**config.mk**
```make
export PLATFORM = sky130hd
export DESIGN_NAME = rwc_merge
export DESIGN_NICKNAME = d
export VERILOG_FILES = /design/src/rtl/rwc_pkg.sv /design/src/rtl/rwc_merge.sv
export SDC_FILE = /design/constraint.sdc
export NUM_CORES = 1
export LEC_CHECK = 0
export BUFFER_PORTS_ARGS = -buffer_cell sky130_fd_sc_hd__buf_2
export CAP_MARGIN = 5
export CELL_PAD_IN_SITES_DETAIL_PLACEMENT = 1
export CELL_PAD_IN_SITES_GLOBAL_PLACEMENT = 1
export CORE_MARGIN = 4
export CORE_UTILIZATION = 33
export CTS_CLUSTER_SIZE = 12
export DETAILED_ROUTE_END_ITERATION = 12
export GPL_TIMING_DRIVEN = 0
export PLACE_DENSITY = 0.77
export SLEW_MARGIN = 20
export SYNTH_ARGS = -nofsm -noshare
export SYNTH_HDL_FRONTEND = slang
export SYNTH_SLANG_ARGS = --single-unit
```
**constraint.sdc**
```tcl
create_clock -name i_clk -period 2.4 [get_ports i_clk]
set_input_delay 0.48 -clock i_clk [delete_from_list [all_inputs] [get_ports i_clk]]
set_output_delay 0.48 -clock i_clk [all_outputs]
set_load 0.02 [all_outputs]
```
**src/rtl/rwc_pkg.sv**
```systemverilog
`timescale 1ns / 1ps
// ----------------------------------------------------------------------------
// rwc_pkg
// shared codes and constants of the rgb window convolution
// ----------------------------------------------------------------------------
package rwc_pkg;

    localparam int NUM_TAPS  = 9;
    localparam int NUM_CH    = 3;
    localparam int PIX_W     = 8;
    localparam int FRAC_BITS = 12;
    localparam int CFG_IDX_W = 3;
    localparam int CFG_W     = 48;
    localparam int OUT_W     = 16;

    localparam logic [OUT_W-1:0] CLAMP_MAX = 16'd255;
    localparam logic [OUT_W-1:0] CLAMP_MIN = 16'd0;
    localparam logic [OUT_W-1:0] SAT_MAX   = 16'h7fff;
    localparam logic [OUT_W-1:0] SAT_MIN   = 16'h8000;

    typedef enum logic [CFG_IDX_W-1:0] {
        CFG_COEF_TOP    = 3'd0,
        CFG_COEF_MIDDLE = 3'd1,
        CFG_COEF_BOTTOM = 3'd2,
        CFG_NORMALIZE   = 3'd3,
        CFG_CLAMP       = 3'd4
    } t_cfg_idx;

    typedef logic [PIX_W-1:0] t_chan;

endpackage

```
**src/rtl/rwc_merge.sv**
```systemverilog
`timescale 1ns / 1ps
// ----------------------------------------------------------------------------
// rwc_merge
// output stage: applies sign and limit to each lane and registers the word
// ----------------------------------------------------------------------------
module rwc_merge #(
    parameter int QW = 29
) (
    input  logic                                i_clk,
    input  logic                                i_adv,
    input  logic [QW-1:0]                       i_q   [rwc_pkg::NUM_CH],
    input  logic                                i_neg [rwc_pkg::NUM_CH],
    input  logic                                i_clamp,
    input  logic                                i_flag,
    output logic signed [rwc_pkg::OUT_W-1:0]    o_ch  [rwc_pkg::NUM_CH],
    output logic                                o_flag
);

    logic [rwc_pkg::OUT_W-1:0] w_lim [rwc_pkg::NUM_CH];

    always_comb begin
        for (int c = 0; c < rwc_pkg::NUM_CH; c++) begin
            if (i_clamp) begin
                if (i_neg[c] || i_q[c] == '0) begin
                    w_lim[c] = rwc_pkg::CLAMP_MIN;
                end else if (i_q[c] > QW'(rwc_pkg::CLAMP_MAX)) begin
                    w_lim[c] = rwc_pkg::CLAMP_MAX;
                end else begin
                    w_lim[c] = i_q[c][rwc_pkg::OUT_W-1:0];
                end
            end else if (i_neg[c]) begin
                if (i_q[c] > QW'({1'b0, rwc_pkg::SAT_MIN})) begin
                    w_lim[c] = rwc_pkg::SAT_MIN;
                end else begin
                    w_lim[c] = rwc_pkg::OUT_W'(-i_q[c]);
                end
            end else if (i_q[c] > QW'(rwc_pkg::SAT_MAX)) begin
                w_lim[c] = rwc_pkg::SAT_MAX;
            end else begin
                w_lim[c] = i_q[c][rwc_pkg::OUT_W-1:0];
            end
        end
    end

    always_ff @(posedge i_clk) begin
        if (i_adv) begin
            for (int c = 0; c < rwc_pkg::NUM_CH; c++) begin
                o_ch[c] <= $signed(w_lim[c]);
            end
            o_flag <= i_flag;
        end
    end

endmodule
```
==> metrics.md, run 1 <==
| Metric | Value |
|---|---|
| Outcome | complete, no violations |
| Post-synthesis compound-gate area fraction | 21.0% |
| Vias in the first global route | 4368 |
| Hold crit path type | in2reg |
| Placer Congestion | 0.860 |
| Die Y | 114 um |
| Post-route cell area | 4800 um^2 |
| Clock sink count | 49 |
| First-pass GRT wire length | 21500 um |
| WS Path Type | in2reg |
| Via count | 4184 |
| Simple-Gate Fraction of Synth Area | 30.4% |
| Final setup vio count | 0 |
| Horiz. Die Dim | 114 um |
| Critical path launch point type | input port |
| Net Count, Synth | 523 |
| EDFF count, synth | 49 |
| H-tree depth | 2 |
| Fin worst setup slack | 0.0338 ns |
| # rows | 38 |
| Routed wire length | 13500 um |
| Post-Syn Area per Cell | 8.81 um^2 |
| Share of layout cells above drive strength 1 | 31.7% |
| Worst setup EP type | register |
| Synth top area share | 39.5% |
| Post-synthesis cell count | 423 |
| Area grow syn2layout | 28.8% |
| DRT iter0 DRCs | 221 |
| Mux share of post-synthesis cell area | 2.58% |
| TritonCTS clock tree | built |
| Leakage | 0.00178 uW |
| Post-synthesis share of cell area spent on full adders, half adders and majority gates | 2.01% |
| Worst-path maximum fanout | 8 |
| Reg clk slew, reported paths | 0.06 ns |
| Combinational family with the most area after synthesis | simple AND/OR/NAND/NOR gates |
| Initial antenna violation count | 0 |
| Drt wl/cell | 19.0 um |
| Largest net degree at the start of global routing | 50 |
| Synth cell types | 67 |
| Slew at the pin with the worst max-slew slack | 0.662 ns |
| Port Buffers | 135 |
| Fin. max-slew vios | 0 |
| Largest area contributor in the netlist | edfxtp_1 |
| Seq. cell area | 1470 um^2 |
| Pre-CTS WS | -0.560 ns |
| Starting Density | 34.1% |
| Placed Area | 4580 um^2 |
| Mapped Area | 3730 um^2 |
| CP arrival | 2.51 ns |
| Synth Register Bits | 49 |
| Async SR Flop Fraction | 0% |
| CP Data Required Time | 2.54 ns |
| CTS Buf Count | 5 |
| Maximum buffer depth of the clock tree | 2 |
| Warnings from Yosys | 0 |
| Total congestion overflow | 0 |
| Sequential fraction of the synthesis area | 39.5% |
| Max Clock Freq | 423 MHz |
| Top Ports | 143 |
| Most common cell after layout, fill and taps aside | buf_2 |
| Via density | 5.91 |
| Hold_buf cts | 0 |
| Die Footprint | 13100 um^2 |
| Most frequent cells in the layout | 137 x buf_2, 49 x edfxtp_1, 43 x nor2_1, 31 x nand2_1, 31 x o21ai_0 |
| Synth area leaders | edfxtp_1 39%, nor2_1 4.3%, o21ai_0 4.2%, nor3_1 3.5%, nand3_1 3.2% |
| Dominant synthesized flop cell | edfxtp_1 |
| Root buf cell | clkbuf_16 |
| Post-synthesis xor/xnor area fraction | 1.17% |
| Final hold violations | 0 |
| Global router's overall resource usage | 20.3% |
| Fin crit period | 2.37 ns |
| Final period util | 98.6% |
| Area of the core | 10900 um^2 |
| HPWL after DPL | 10100 um |
| Slew margin rel. | 55.8% |
| Fill count | 1352 |
| Layout net count | 668 |
| Antenna-violating nets left | 0 |
| PwrDens | 471 nW/um^2 |
| Antenna cells | 0 |
| Total of max-cap violations | 0 |
| Pre-Repair DR Iteration Count | 6 |
| Worst vdd ir | 246 uV |
| Post-layout util | 43.9% |
| Multi-input gate area | 2200 um^2 |
| WHS | 0.369 ns |
| DRC Markers | 0 |
## state kept, by name, summed over array words and instances, names as in the netlist
register and count:
o_ch 48, o_flag 1
## area by class of cell
cell class	count	area share [%]
Clock inverter	1	0.0781
Timing Repair Buffer	138	14.6
Inverter	13	1.02
Clock buffer	6	2.68
Buffer	19	1.62
Sequential cell	49	30.6
Multi-Input combinational cell	342	45.7
Tap cell	140	3.65
## per-layer routing
| layer | global-route usage, % | share of wire, % |
|---|---|---|
| met1 | 24.4 | 41 |
| met2 | 36.1 | 51 |
| met3 | 4.92 | 7.1 |
| met4 | 5.46 | 1.1 |
| met5 | 0 | 0 |
## where the power goes
| group | total [uW] | switching (uW) | internal [uW] |
|---|---|---|---|
| Sequential | 1040 | 15.4 | 1020 |
| Clock | 693 | 314 | 379 |
| Combinational | 534 | 352 | 182 |
| Total | 2260 | 681 | 1580 |
## kinds of logic (layout without fill, tap and decap cells)
logic type / after synthesis / after routing
AOI/OAI and AO/OA: 116 / 116
xor gates and xnor gates: 5 / 5
adders and majority gates: 6 / 6
buffers and inverters: 32 / 177
DFF: 49 / 49
muxes: 9 / 9
and+or+nand+nor: 206 / 206
## critical path: stages
cell,delay (ns)
buf_2,0.14
inv_1,0.12
ha_2,0.25
nor3b_4,0.24
a41oi_2,0.20
or3_1,0.41
clkbuf_2,0.19
or3_1,0.36
nand3_1,0.10
## worst paths after layout
path | slack (ns) | to | startpoint | depth (start not counted)
hold / removal | 0.37 | o_flag | i_flag | 1
setup / recovery | 0.03 | o_ch[12] | i_q[0] | 9
## cell usage after synthesis, types with 6 or more instances
cell,n
nor3_1,26
nor3b_1,6
inv_1,12
o22ai_1,8
nor2_1,43
or3_1,10
ha_1,6
nand4_1,14
o21ai_0,31
nor4_1,19
nand2_1,31
clkbuf_1,15
edfxtp_1,49
nand3_1,24
a21oi_1,22
## timing repair
action                     CTS  global route
setup endpoints to repair   30            27
resized for setup            4            11
setup buffers                0             3
pin swaps                    0             1
## metrics by stage
| step | TNS (ns) | total power [uW] | cells |
|---|---|---|---|
| 2_1_floorplan | 0 | 1310 | 423 |
| 3_3_place_gp | -15.04 | 1560 | 698 |
| 3_5_place_dp | -15.44 | 1580 | 698 |
| 4_1_cts | 0 | 2280 | 705 |
| 5_1_grt | -0.0229 | 2380 | 708 |
| 6_report | 0 | 2260 | 708 |
Note: power is estimated with default switching activity, not from simulation.
==> run 2, diff against run 1 <==
==> constraint.sdc (replaced) <==
create_clock -name i_clk -period 2.4 [get_ports i_clk]
set_input_delay 0.36 -clock i_clk [delete_from_list [all_inputs] [get_ports i_clk]]
set_output_delay 0.36 -clock i_clk [all_outputs]
set_load 0.02 [all_outputs]
==> run 2 against run 1 <==
Net effect: global-route usage fell by 0.056 points; routed wire length fell by 1.1%; critical path depth fell by 3; worst setup slack improved by 0.068 ns; maximum frequency rose by 2.9%; sequential power barely moved; utilization fell by 0.50 points; sequential cell count did not move; count of clock-buffer cells in the layout did not move; hold slack got worse by 0.12 ns; sequential share of layout area rose by 0.36 points; critical path type unchanged; critical endpoint is now o_ch[29].
==> metrics.md, run 2 (synthesis gave the netlist of run 1 again) <==
| Metric | Value |
|---|---|
| Outcome | complete, no violations |
| Antenna cells | 0 (unchanged) |
| Slowest cell on crit path | nor4_1 |
| Routed wire length | 13300 um (-1.1%) |
| Horiz. Die Dim | 114 um (unchanged) |
| Worst-path maximum fanout | 5 (-3) |
| PnR Total Power | 2250 uW (-0.60%) |
| Worst setup EP type | register |
| Hold crit path type | in2reg |
| Final setup vio count | 0 (unchanged) |
| Via density | 5.94 (+0.57%) |
| Worst-path cell chain | buf_2 > nor4_1 > nor3b_1 > a311oi_1 > a41oi_1 > o21ai_0 |
| Via count | 4202 (+0.43%) |
| Pre-Repair DR Iteration Count | 4 (-2) |
| Critical path startpoint | i_q[36] |
| First-pass GRT wire length | 21400 um (-0.26%) |
| Most frequent cells in the layout | 137 x buf_2, 49 x edfxtp_1, 43 x nor2_1, 31 x nand2_1, 31 x o21ai_0 |
| Top Ports | 143 (unchanged) |
| Starting Density | 34.1% (unchanged) |
| Total congestion overflow | 0 (unchanged) |
| Port Buffers | 135 (unchanged) |
| Placed insts | 698 (unchanged) |
| Switch share | 29.8% (-0.28 points) |
| CTS Buf Count | 5 (unchanged) |
| Reg clk slew, reported paths | 0.07 ns (about the same) |
| Setup TNS | 0 ns (unchanged) |
| Slew at the pin with the worst max-slew slack | 0.916 ns (+0.253 ns) |
| RSZ-0062 raised after global routing | no |
| Die Y | 114 um (unchanged) |
| Initial antenna violation count | 0 (unchanged) |
| CP Data Required Time | 2.42 ns (-0.12 ns) |
| H-tree depth | 2 (unchanged) |
| Global router's overall resource usage | 20.2% (-0.056 points) |
| TritonCTS clock tree | built |
| Total of max-cap violations | 0 (unchanged) |
| # rows | 38 (unchanged) |
| Cell internal pwr | 1580 uW (-0.20%) |
| Final hold violations | 0 (unchanged) |
| Most common cell after layout, fill and taps aside | buf_2 |
| DRC Markers | 0 (unchanged) |
| CP max stage delay | 0.68 ns (+0.27 ns) |
| Drt wl/cell | 18.8 um (-0.94%) |
| Largest register FFs | 48 (unchanged) |
| Top reg by flops | o_ch |
| PwrDens | 474 nW/um^2 (+0.55%) |
| Die Footprint | 13100 um^2 (unchanged) |
| Hold_buf cts | 0 (unchanged) |
| Gate power share | 23.3% (-0.3 points) |
| Placer Congestion | 0.860 (unchanged) |
| Final period util | 95.8% (-2.8 points) |
| Clock power frac | 30.6% (about the same) |
| Vias in the first global route | 4362 (-0.14%) |
| Worst vdd ir | 244 uV (-0.87%) |
| Leakage | 0.00176 uW (-1.0%) |
| P_sw | 671 uW (-1.5%) |
| Fill count | 1359 (+0.52%) |
| HPWL after DPL | 10100 um (unchanged) |
| Slew margin rel. | 38.5% (-17 points) |
| Critical path launch point type | input port |
| Share of layout cells above drive strength 1 | 30.2% (-1.5 points) |
| Fin crit period | 2.30 ns (-0.0675 ns) |
| Layout net count | 667 (-0.15%) |
| Clock sink count | 49 (unchanged) |
| WHS | 0.250 ns (-0.119 ns) |
| Max Clock Freq | 435 MHz (+2.9%) |
| Largest registers | o_ch x48, o_flag x1 |
| Area grow syn2layout | 27.3% |
| WS Path Type | in2reg |
| Root buf cell | clkbuf_16 |
| Antenna-violating nets left | 0 (unchanged) |
| CP arrival | 2.32 ns (-0.19 ns) |
| Worst path bufs/invs | 1 (-2) |
| Largest net degree at the start of global routing | 50 (unchanged) |
| Worst setup endpoint | o_ch[29] |
| Area of the core | 10900 um^2 (unchanged) |
| CP Depth | 6 (-3) |
| Fin. max-slew vios | 0 (unchanged) |
| Non-filler cells, final | 707 (-0.14%) |
| DRT iter0 DRCs | 228 (+3.2%) |
| Sequential power share | 46.1% (+0.3 points) |
| CP top delay family | simple AND/OR/NAND/NOR gates |
| Maximum buffer depth of the clock tree | 2 (unchanged) |
==> run 2: layout make-up <==
type,count,area (um^2),area share [%]
multi-input combinational,342,2150,45.3
sequential,49,1470,31.0
timing repair buffer,137,693,14.6
tap,140,175,3.69
clock buffer,6,129,2.71
buffer,19,76.3,1.61
inverter,13,48.8,1.03
clock inverter,1,3.75,0.0791
==> run 2: worst min-delay path by stage <==
stage                     startpoint  cells after the start  endpoint
after detailed placement      i_flag                      1    o_flag
after CTS                     i_flag                      1    o_flag
after global placement        i_flag                      1    o_flag
after floorplan               i_flag                      0    o_flag
final                         i_flag                      1    o_flag
after global routing          i_flag                      1    o_flag
==> run 2: what timing repair did <==
action,CTS,global route
setup endpoints to repair,26,13
gates resized for setup,2,1
buffers inserted,0,2
==> run 2: power by group through the flow <==
| stage | sequential (uW) | combinational [uW] | clock (uW) |
|---|---|---|---|
| after floorplan | 1150 | 163 | 0 |
| after global placement | 1050 | 505 | 0 |
| after detailed placement | 1060 | 520 | 0 |
| after CTS | 1040 | 525 | 714 |
| after global routing | 1040 | 574 | 752 |
| final | 1040 | 525 | 689 |
==> run 2: per-layer routing <==
layer | vias up | track usage, % | routed length, um
met5 | - | 0 | 0
met1 | 2090 | 24.3 | 5530
met2 | 141 | 36.0 | 6790
li1 | 1961 | - | -
met4 | 0 | 5.46 | 127
met3 | 10 | 4.92 | 870
==> run 2: metrics by stage <==
stage               worst slack, ns  area [um^2]  util (%)
floorplan                     0.212         3730         -
global placement             -0.424         4580      41.9
detailed placement           -0.440         4580      41.9
CTS                          0.0429         4730      43.2
global route                0.00562         4750      43.4
finish                        0.101         4750      43.4
